File: config.mk
export PLATFORM = sky130hd
export DESIGN_NAME = nal_start_code_splitter_flat
export DESIGN_NICKNAME = d
export VERILOG_FILES = /design/src/hdl/nscs_pkg.sv /design/src/hdl/nscs_if.sv /design/src/hdl/nal_start_code_splitter.sv /design/src/hdl/nscs_front.sv /design/src/hdl/nscs_queue.sv /design/src/hdl/nscs_back.sv /design/src/flat_wrapper.sv
export SDC_FILE = /design/constraint.sdc
export NUM_CORES = 1
export LEC_CHECK = 0
export CAP_MARGIN = 5
export CORE_ASPECT_RATIO = 0.7
export CORE_MARGIN = 8
export CORE_UTILIZATION = 39
export DETAILED_ROUTE_END_ITERATION = 6
export DONT_BUFFER_PORTS = 1
export PLACE_DENSITY = 0.64
export SLEW_MARGIN = 40
export SYNTH_ARGS = -nofsm -noshare
export SYNTH_HDL_FRONTEND = slang
export SYNTH_SLANG_ARGS = --single-unit
File: constraint.sdc
create_clock -name clk -period 4.92 [get_ports clk]
set_input_delay 0.984 -clock clk [delete_from_list [all_inputs] [get_ports clk]]
set_output_delay 0.984 -clock clk [all_outputs]
set_load 0.02 [all_outputs]
File: src/hdl/nscs_pkg.sv
package nscs_pkg;

	// Lookahead window and job sizes
	localparam int WIN_DEPTH = 4;
	localparam int JOB_BYTES = WIN_DEPTH + 1;
	localparam int QUEUE_DEPTH = 4;
	localparam int QPTR_W = 2;
	localparam int QCNT_W = 3;

	localparam logic [31:0] START_CODE = 32'h0000_0001;
	localparam logic [4:0] NAL_TYPE_MASK = 5'h1f;
	localparam logic [15:0] LENGTH_LIMIT_RESET = 16'hffff;

	// Register index decoded from the word address
	localparam logic REG_LENGTH_LIMIT = 1'b0;

	// One job: the known bytes at an accept and the start code hits among them
	typedef struct packed {
		logic [JOB_BYTES-1:0][7:0] bytes;
		logic [JOB_BYTES-1:0] sc;
		logic [2:0] cnt;
		logic flush;
	} job_t;

	typedef struct packed {
		logic push;
		job_t job;
	} job_push_t;

	typedef struct packed {
		logic valid;
		job_t job;
	} job_head_t;

	typedef struct packed {
		logic full;
		logic empty;
	} queue_stat_t;

endpackage

File: src/hdl/nscs_if.sv
interface nscs_in_if;
	logic valid;
	logic ready;
	logic [7:0] byte_in;
	logic buffer_end;

	modport source (output valid, output byte_in, output buffer_end, input ready);
	modport sink (input valid, input byte_in, input buffer_end, output ready);
endinterface

interface nscs_out_if;
	logic valid;
	logic ready;
	logic [7:0] byte_out;
	logic seg_first;
	logic seg_last;
	logic [4:0] nal_kind;

	modport source (output valid, output byte_out, output seg_first, output seg_last,
		output nal_kind, input ready);
	modport sink (input valid, input byte_out, input seg_first, input seg_last,
		input nal_kind, output ready);
endinterface

File: src/hdl/nal_start_code_splitter.sv
// A byte's result passes the job queue and the output register after the transfer that
// releases it from the four-byte lookahead window (four later bytes, or a buffer end).
// Throughput: one input transfer per cycle unless the queue is full; a buffer-end
// transfer emits up to five results, one per cycle while out_ch is ready, and a
// four-job queue absorbs the burst. Reset (arst_n low, asynchronous): window, queue,
// segment state and output cleared; length_limit returns to 65535.
module nal_start_code_splitter #(
	parameter int LENGTH_BITS = 17
) (
	input  logic clk,
	input  logic arst_n,
	nscs_in_if.sink in_ch,
	nscs_out_if.source out_ch,
	input  logic psel,
	input  logic penable,
	input  logic pwrite,
	input  logic [2:0] paddr,
	input  logic [31:0] pwdata,
	output logic [31:0] prdata,
	output logic pready
);

	nscs_pkg::job_push_t job_push;
	nscs_pkg::job_head_t head;
	nscs_pkg::queue_stat_t q_stat;
	logic pop;
	logic [2:0] k_idx;
	logic [15:0] length_limit_q;

	// Configuration register
	assign pready = 1'b1;
	assign prdata = (paddr[2] == nscs_pkg::REG_LENGTH_LIMIT) ? {16'h0000, length_limit_q}
		: 32'h0000_0000;

	always_ff @(posedge clk or negedge arst_n) begin
		if (!arst_n)
			length_limit_q <= nscs_pkg::LENGTH_LIMIT_RESET;
		else if (psel && penable && pwrite && pready &&
			(paddr[2] == nscs_pkg::REG_LENGTH_LIMIT))
			length_limit_q <= pwdata[15:0];
	end

	nscs_front u_front (
		.clk (clk),
		.arst_n (arst_n),
		.in_ch (in_ch),
		.q_stat (q_stat),
		.job_push (job_push)
	);

	nscs_queue u_queue (
		.clk (clk),
		.arst_n (arst_n),
		.job_push (job_push),
		.pop (pop),
		.q_stat (q_stat),
		.head (head)
	);

	nscs_back #(
		.LENGTH_BITS (LENGTH_BITS)
	) u_back (
		.clk (clk),
		.arst_n (arst_n),
		.head (head),
		.length_limit (length_limit_q),
		.pop (pop),
		.k_idx (k_idx),
		.out_ch (out_ch)
	);

	// A job is never pushed into a full queue
	a_no_overflow: assert property (@(posedge clk) disable iff (!arst_n)
		job_push.push |-> !q_stat.full)
		else $error("job pushed into full queue");

	// The byte index stays within the head job
	a_index_in_job: assert property (@(posedge clk) disable iff (!arst_n)
		head.valid |-> (k_idx < head.job.cnt))
		else $error("byte index beyond head job");

	// NAL type is shown only on the last byte of a segment
	a_kind_on_last: assert property (@(posedge clk) disable iff (!arst_n)
		(out_ch.valid && !out_ch.seg_last) |-> (out_ch.nal_kind == 5'd0))
		else $error("nal_kind set on non-final byte");

	// After a segment's last byte is taken, the next result opens a segment
	a_first_after_last: assert property (@(posedge clk) disable iff (!arst_n)
		(out_ch.valid && out_ch.ready && out_ch.seg_last && head.valid) |=>
		(out_ch.valid && out_ch.seg_first))
		else $error("segment did not open after last byte");

endmodule

File: src/hdl/nscs_front.sv
module nscs_front (
	input  logic clk,
	input  logic arst_n,
	nscs_in_if.sink in_ch,
	input  nscs_pkg::queue_stat_t q_stat,
	output nscs_pkg::job_push_t job_push
);

	logic [nscs_pkg::WIN_DEPTH-1:0][7:0] win_q;
	logic [2:0] held_q;

	logic accept;
	logic [nscs_pkg::JOB_BYTES-1:0][7:0] seq;
	logic [nscs_pkg::JOB_BYTES-1:0] sc;
	logic [2:0] n;
	logic win_full;

	assign in_ch.ready = !q_stat.full;
	assign accept = in_ch.valid && in_ch.ready;
	assign win_full = (held_q == 3'(nscs_pkg::WIN_DEPTH));
	assign n = held_q + 3'd1;

	// Line up the held bytes with the new one
	always_comb begin
		for (int j = 0; j < nscs_pkg::WIN_DEPTH; j++) begin
			if (3'(j) < held_q)
				seq[j] = win_q[j];
			else if (3'(j) == held_q)
				seq[j] = in_ch.byte_in;
			else
				seq[j] = 8'h00;
		end
		seq[nscs_pkg::WIN_DEPTH] = win_full ? in_ch.byte_in : 8'h00;
	end

	// Mark every position that opens a complete start code
	always_comb begin
		sc = '0;
		for (int j = 0; j < 2; j++)
			sc[j] = (3'(j + 3) < n) &&
				({seq[j], seq[j+1], seq[j+2], seq[j+3]} == nscs_pkg::START_CODE);
	end

	// Hand a job on at each flush or once the window is full
	always_comb begin
		job_push.push = accept && (in_ch.buffer_end || win_full);
		job_push.job.bytes = seq;
		job_push.job.sc = sc;
		job_push.job.flush = in_ch.buffer_end;
		job_push.job.cnt = in_ch.buffer_end ? n : 3'd1;
	end

	// Advance the lookahead window
	always_ff @(posedge clk or negedge arst_n) begin
		if (!arst_n) begin
			held_q <= '0;
			win_q <= '0;
		end else if (accept) begin
			if (in_ch.buffer_end) begin
				held_q <= '0;
			end else if (win_full) begin
				for (int j = 0; j < nscs_pkg::WIN_DEPTH; j++)
					win_q[j] <= seq[j+1];
			end else begin
				win_q[held_q[1:0]] <= in_ch.byte_in;
				held_q <= held_q + 3'd1;
			end
		end
	end

endmodule

File: src/hdl/nscs_queue.sv
module nscs_queue (
	input  logic clk,
	input  logic arst_n,
	input  nscs_pkg::job_push_t job_push,
	input  logic pop,
	output nscs_pkg::queue_stat_t q_stat,
	output nscs_pkg::job_head_t head
);

	nscs_pkg::job_t mem_q [nscs_pkg::QUEUE_DEPTH];
	logic [nscs_pkg::QPTR_W-1:0] wr_q;
	logic [nscs_pkg::QPTR_W-1:0] rd_q;
	logic [nscs_pkg::QCNT_W-1:0] cnt_q;

	logic do_push;
	logic do_pop;

	assign q_stat.full = (cnt_q == nscs_pkg::QCNT_W'(nscs_pkg::QUEUE_DEPTH));
	assign q_stat.empty = (cnt_q == '0);
	assign do_push = job_push.push && !q_stat.full;
	assign do_pop = pop && !q_stat.empty;

	assign head.valid = !q_stat.empty;
	assign head.job = mem_q[rd_q];

	// Store pushed jobs
	always_ff @(posedge clk) begin
		if (do_push)
			mem_q[wr_q] <= job_push.job;
	end

	// Track pointers and fill level
	always_ff @(posedge clk or negedge arst_n) begin
		if (!arst_n) begin
			wr_q <= '0;
			rd_q <= '0;
			cnt_q <= '0;
		end else begin
			if (do_push)
				wr_q <= wr_q + 1'b1;
			if (do_pop)
				rd_q <= rd_q + 1'b1;
			if (do_push && !do_pop)
				cnt_q <= cnt_q + 1'b1;
			else if (do_pop && !do_push)
				cnt_q <= cnt_q - 1'b1;
		end
	end

endmodule

File: src/hdl/nscs_back.sv
module nscs_back #(
	parameter int LENGTH_BITS = 17
) (
	input  logic clk,
	input  logic arst_n,
	input  nscs_pkg::job_head_t head,
	input  logic [15:0] length_limit,
	output logic pop,
	output logic [2:0] k_idx,
	nscs_out_if.source out_ch
);

	localparam int CMP_W = (LENGTH_BITS > 16) ? LENGTH_BITS : 16;

	logic [LENGTH_BITS-1:0] seg_len_q;
	logic [4:0] type_q;
	logic type_due_q;
	logic at_start_q;
	logic [2:0] k_q;

	logic out_valid_q;
	logic [7:0] byte_q;
	logic first_q;
	logic last_q;
	logic [4:0] kind_q;

	logic advance;
	logic at_end;
	logic first;
	logic [7:0] cur_byte;
	logic sc_next;
	logic [LENGTH_BITS-1:0] len0;
	logic [LENGTH_BITS-1:0] len1;
	logic [4:0] ts0;
	logic [4:0] ts1;
	logic td0;
	logic td1;
	logic last;

	assign k_idx = k_q;
	assign advance = head.valid && (!out_valid_q || out_ch.ready);
	assign at_end = (k_q == head.job.cnt - 3'd1);
	assign pop = advance && at_end;

	// Work out the marks and segment state for the current byte
	always_comb begin
		first = at_start_q;
		cur_byte = head.job.bytes[k_q];
		sc_next = (k_q < 3'd4) ? head.job.sc[k_q + 3'd1] : 1'b0;
		len0 = first ? '0 : seg_len_q;
		ts0 = first ? 5'd0 : type_q;
		td0 = first ? head.job.sc[k_q] : type_due_q;
		if (td0 && (len0 == LENGTH_BITS'(4))) begin
			ts1 = cur_byte[4:0] & nscs_pkg::NAL_TYPE_MASK;
			td1 = 1'b0;
		end else begin
			ts1 = ts0;
			td1 = td0;
		end
		len1 = (len0 != '1) ? len0 + LENGTH_BITS'(1) : len0;
		last = (head.job.flush && at_end) || sc_next ||
			(CMP_W'(len1) > CMP_W'(length_limit));
	end

	// Advance through the job and hold segment state
	always_ff @(posedge clk or negedge arst_n) begin
		if (!arst_n) begin
			seg_len_q <= '0;
			type_q <= '0;
			type_due_q <= 1'b0;
			at_start_q <= 1'b1;
			k_q <= '0;
			out_valid_q <= 1'b0;
		end else begin
			if (advance) begin
				seg_len_q <= len1;
				type_q <= ts1;
				type_due_q <= td1;
				at_start_q <= last;
				k_q <= at_end ? 3'd0 : k_q + 3'd1;
				out_valid_q <= 1'b1;
			end else if (out_ch.ready) begin
				out_valid_q <= 1'b0;
			end
		end
	end

	// Load the output register
	always_ff @(posedge clk) begin
		if (advance) begin
			byte_q <= cur_byte;
			first_q <= first;
			last_q <= last;
			kind_q <= last ? ts1 : 5'd0;
		end
	end

	assign out_ch.valid = out_valid_q;
	assign out_ch.byte_out = byte_q;
	assign out_ch.seg_first = first_q;
	assign out_ch.seg_last = last_q;
	assign out_ch.nal_kind = kind_q;

endmodule
File: src/flat_wrapper.sv
// flat-port wrapper written by rule: the top's interface ports become plain ports
module nal_start_code_splitter_flat 
#(
	parameter int LENGTH_BITS = 17
)
  (clk, arst_n, psel, penable, pwrite, paddr, pwdata, prdata, pready, in_ch_valid, in_ch_byte_in, in_ch_buffer_end, in_ch_ready, out_ch_valid, out_ch_byte_out, out_ch_seg_first, out_ch_seg_last, out_ch_nal_kind, out_ch_ready);
  nscs_in_if in_ch_i ();
  nscs_out_if out_ch_i ();
  input  logic clk;
  input  logic arst_n;
  input  logic psel;
  input  logic penable;
  input  logic pwrite;
  input  logic [2:0] paddr;
  input  logic [31:0] pwdata;
  output logic [31:0] prdata;
  output logic pready;
  input wire logic [$bits(in_ch_i.valid)-1:0] in_ch_valid;
  input wire logic [$bits(in_ch_i.byte_in)-1:0] in_ch_byte_in;
  input wire logic [$bits(in_ch_i.buffer_end)-1:0] in_ch_buffer_end;
  output wire logic [$bits(in_ch_i.ready)-1:0] in_ch_ready;
  output wire logic [$bits(out_ch_i.valid)-1:0] out_ch_valid;
  output wire logic [$bits(out_ch_i.byte_out)-1:0] out_ch_byte_out;
  output wire logic [$bits(out_ch_i.seg_first)-1:0] out_ch_seg_first;
  output wire logic [$bits(out_ch_i.seg_last)-1:0] out_ch_seg_last;
  output wire logic [$bits(out_ch_i.nal_kind)-1:0] out_ch_nal_kind;
  input wire logic [$bits(out_ch_i.ready)-1:0] out_ch_ready;
  assign in_ch_i.valid = in_ch_valid;
  assign in_ch_i.byte_in = in_ch_byte_in;
  assign in_ch_i.buffer_end = in_ch_buffer_end;
  assign in_ch_ready = in_ch_i.ready;
  assign out_ch_valid = out_ch_i.valid;
  assign out_ch_byte_out = out_ch_i.byte_out;
  assign out_ch_seg_first = out_ch_i.seg_first;
  assign out_ch_seg_last = out_ch_i.seg_last;
  assign out_ch_nal_kind = out_ch_i.nal_kind;
  assign out_ch_i.ready = out_ch_ready;
  nal_start_code_splitter #(.LENGTH_BITS(LENGTH_BITS)) u_core (.clk(clk), .arst_n(arst_n), .in_ch(in_ch_i), .out_ch(out_ch_i), .psel(psel), .penable(penable), .pwrite(pwrite), .paddr(paddr), .pwdata(pwdata), .prdata(prdata), .pready(pready));
endmodule
==> impl_metrics.toml <==
[setup_path]
crit_path_cell_trace = "nor2_1 > ha_1 > and3_1 > and2_1 > a21oi_1 > xnor2_1 > ha_1 > nand4_1 > or4_1 > mux2i_1 > a31o_2 > a2bb2oi_1"
start_kind = "flip-flop"
crit_path_max_incr_delay_ns = 0.76
crit_start = "u_core.u_back.at_start_q"
cp_data_required_time_ns = 5.18
worst_r2r_path_depth = 12
reg2reg_to = "u_core.u_back.out_ch.nal_kind[1]"
path_max_fanout = 21
regToRegSetupSlack_ns = 0.77
crit_type = "reg -> reg"
worstPathArrival_ns = 4.41
cp_common_cell = "ha_1"
timing.rr.start = "u_core.u_back.at_start_q"
worst_path_max_delay_cell = "dfstp_2"
critPathCaptureType = "flip-flop"

[power]
power.total_mw = 9.15
power_density_nw_per_um2 = 609
p_leak_nw = 5.65
ir_drop_mv = 0.266

[run]
max_cap_violations = 0

[yosys]
async_flop_share_pct = 30.2
synthTopCellsByArea = "edfxtp_1, dfrtp_1, mux4_2"
synth_most_common_cell = "edfxtp_1"
synth_xor_area_share_pct = 1.47
synth_common_cells = "edfxtp_1, nand2_1, dfrtp_1, nor2_1, mux2_2"
ys_warn_count = 0
netlist_instances = 1040
muxShareOfSynthArea_pct = 13.0
synth.largest_area_cell = "edfxtp_1"
synth_edf_count = 199
synth_cell_types = 71
synth_seq_cells = 285
synth_fa_ha_area_share_pct = 2.71
syn_area_per_cell_sq_um = 13.2
synth-simple-area-share_pct = 9.63
ys_seq_area_share_pct = 59.5
synth_area_sq_um = 13700
ys.flop_type = "edfxtp_1"
netlist.area_leader.share_pct = 43.6
synth_compound_area_share_pct = 8.84
synth_top_family_by_area = "multiplexers"

[placement]
placedCellCount = 1459
portBuffers = 0
placed_cell_area_sq_um = 14000
hpwl_mm = 21.4
gp_congestion = 0.836

[drt]
drt_iter0_markers = 762
vias = 8390
dr.pass1.iters = 5
via_per_inst = 5.54
ant_nets = 0
avgRoutedWirePerCell_microns = 21.0
route.detailed.drc = 0
wl_mm = 31.9

[finish]
nFillCells = 3198
final_cells = 1514
stdcell_area_sq_um = 15000
area_growth_pct = 9.71
drive_gt1_share_pct = 17.8
ff_latch_area_sq_um = 8160
nNetsFinal = 1099
diodes = 0
postLayoutCoreUtil_pct = 43.3
multi_input_area_sq_um = 4950

[floorplan]
rows = 57
start_util_pct = 39.5
die_x_microns = 240
fp.dieH_microns = 173
coreArea_sq_um = 34700
io-pin-count = 101
die_area_sq_um = 41500

[cts]
clkTransAtPathRegs_ns = 0.06
clock_path_buffers = 3
cts_sinks = 285
hold_buffers = 0
numCtsBuffers = 29
cts_tree = "built"
cts-root-buf = "clkbuf_16"
htree_levels = 1
post-cts-setup-buffer-count = 0
cts_resized = 0
clk_latency_ns = 0.55

[sta]
tns_ns = 0
drv_slew = 0
setup-violations-final = 0
finalHoldViolCount = 0
finalCriticalPeriod_ns = 4.15
period_share_pct = 84.4
fin_skew_ns = 0.00970
rsz0062_at_grt = "false"
slew_headroom_pct = 46.2
max_clock_freq_ghz = 0.241
tightest_slew_ns = 0.808

[worst_hold_path]
hp-class = "in -> async"

[global_routing]
antenna_found_initial = 0
grt_usage_pct = 15.1
grt_overflow_total = 0
grt_pass1_vias = 8154
grt_start_max_net_pins = 87
grt_pass1_wl_mm = 49.2

[outcome]
status = "complete, no violations"
==> placed cells by master, fill, tap and decap left out, types with 9 or more instances in the layout <==
| master | count |
|---|---|
| and3_1 | 11 |
| mux2_2 | 50 |
| nand4_1 | 17 |
| xnor2_1 | 17 |
| ha_1 | 28 |
| edfxtp_1 | 199 |
| a211oi_1 | 10 |
| dfstp_2 | 17 |
| o21ai_0 | 33 |
| clkbuf_16 | 29 |
| inv_1 | 44 |
| buf_4 | 11 |
| mux4_2 | 36 |
| o21ai_1 | 9 |
| dfrtp_1 | 66 |
| conb_1 | 17 |
| nor2_1 | 59 |
| nor2b_1 | 15 |
| nand2_1 | 93 |
| nand3_1 | 22 |
| a21oi_1 | 38 |
| mux2i_1 | 40 |
==> logic make-up (layout without fill, tap and decap cells) <==
| kind of cell | after synthesis | after routing |
|---|---|---|
| buffers and inverters | 129 | 116 |
| xor gates and xnor gates | 23 | 23 |
| and+or+nand+nor | 268 | 268 |
| DFF | 285 | 285 |
| AOI/OAI and AO/OA | 178 | 178 |
| adders and majority gates | 29 | 29 |
| muxes | 126 | 126 |
| other | 2 | 17 |
==> how the worst max path moves through the flow <==
stage                                       end  slack (ns)  cells past startpoint
6_report       u_core.u_back.out_ch.nal_kind[1]        0.77                     12
5_1_grt        u_core.u_back.out_ch.nal_kind[1]        0.53                     12
2_1_floorplan           u_core.u_queue.cnt_q[1]        1.21                     16
4_1_cts        u_core.u_back.out_ch.nal_kind[1]        0.82                     12
3_5_place_dp   u_core.u_back.out_ch.nal_kind[1]        0.81                     12
3_3_place_gp   u_core.u_back.out_ch.nal_kind[1]        0.87                     12
==> per-layer routing <==
metal / up-vias / routed length [microns] / track usage, %
met4: 0 / 788 / 3.63
li1: 3815 / - / -
met1: 4229 / 15200 / 23.2
met3: 51 / 2280 / 3.45
met5: - / 0 / 0
met2: 295 / 13600 / 21.1
==> final cells by class <==
type                       count  area share [%]
clock buffer                  37            5.16
tap                          472            3.93
timing repair buffer          17            1.23
multi-input combinational    641            33.0
sequential                   285            54.3
clock inverter                17            1.29
inverter                      45            1.12
==> critical path: cells and delay by family (launching register included) <==
| family | cells | cell delay (ns) |
|---|---|---|
| xor gates and xnor gates | 1 | 0.16 |
| DFF | 1 | 0.76 |
| and+or+nand+nor | 5 | 1.32 |
| muxes | 1 | 0.15 |
| adders and majority gates | 2 | 0.58 |
| AOI/OAI and AO/OA | 3 | 0.89 |
==> state kept, by name (all words and copies together) (netlist names) <==
register / flops
u_core.u_front.win_q: 32
u_core.u_queue.rd_q: 2
u_core.u_back.type_q: 5
u_core.u_back.k_idx: 3
u_core.u_queue.cnt_q: 3
u_core.u_back.type_due_q: 1
u_core.u_back.out_ch.nal_kind: 5
u_core.u_back.out_ch.valid: 1
u_core.u_back.out_ch.seg_last: 1
u_core.u_back.at_start_q: 1
u_core.length_limit_q: 16
u_core.u_front.held_q: 3
u_core.u_back.out_ch.seg_first: 1
u_core.u_back.out_ch.byte_out: 8
u_core.u_queue.wr_q: 2
u_core.u_back.seg_len_q: 17
u_core.u_queue.mem_q: 184
==> stage by stage <==
step / worst slack (ns) / hold WS, ns
5_1_grt: 0.525 / 0.106
3_3_place_gp: 0.871 / 0.463
6_report: 0.767 / 0.138
4_1_cts: 0.821 / 0.107
2_1_floorplan: 1.21 / 0.450
3_5_place_dp: 0.812 / 0.472
==> power by group <==
group	internal [mW]	switching, mW
clock	1.33	0.921
combinational	1.21	1.85
sequential	3.35	0.504
total	5.88	3.27
Note: power is estimated with default switching activity, not from simulation.
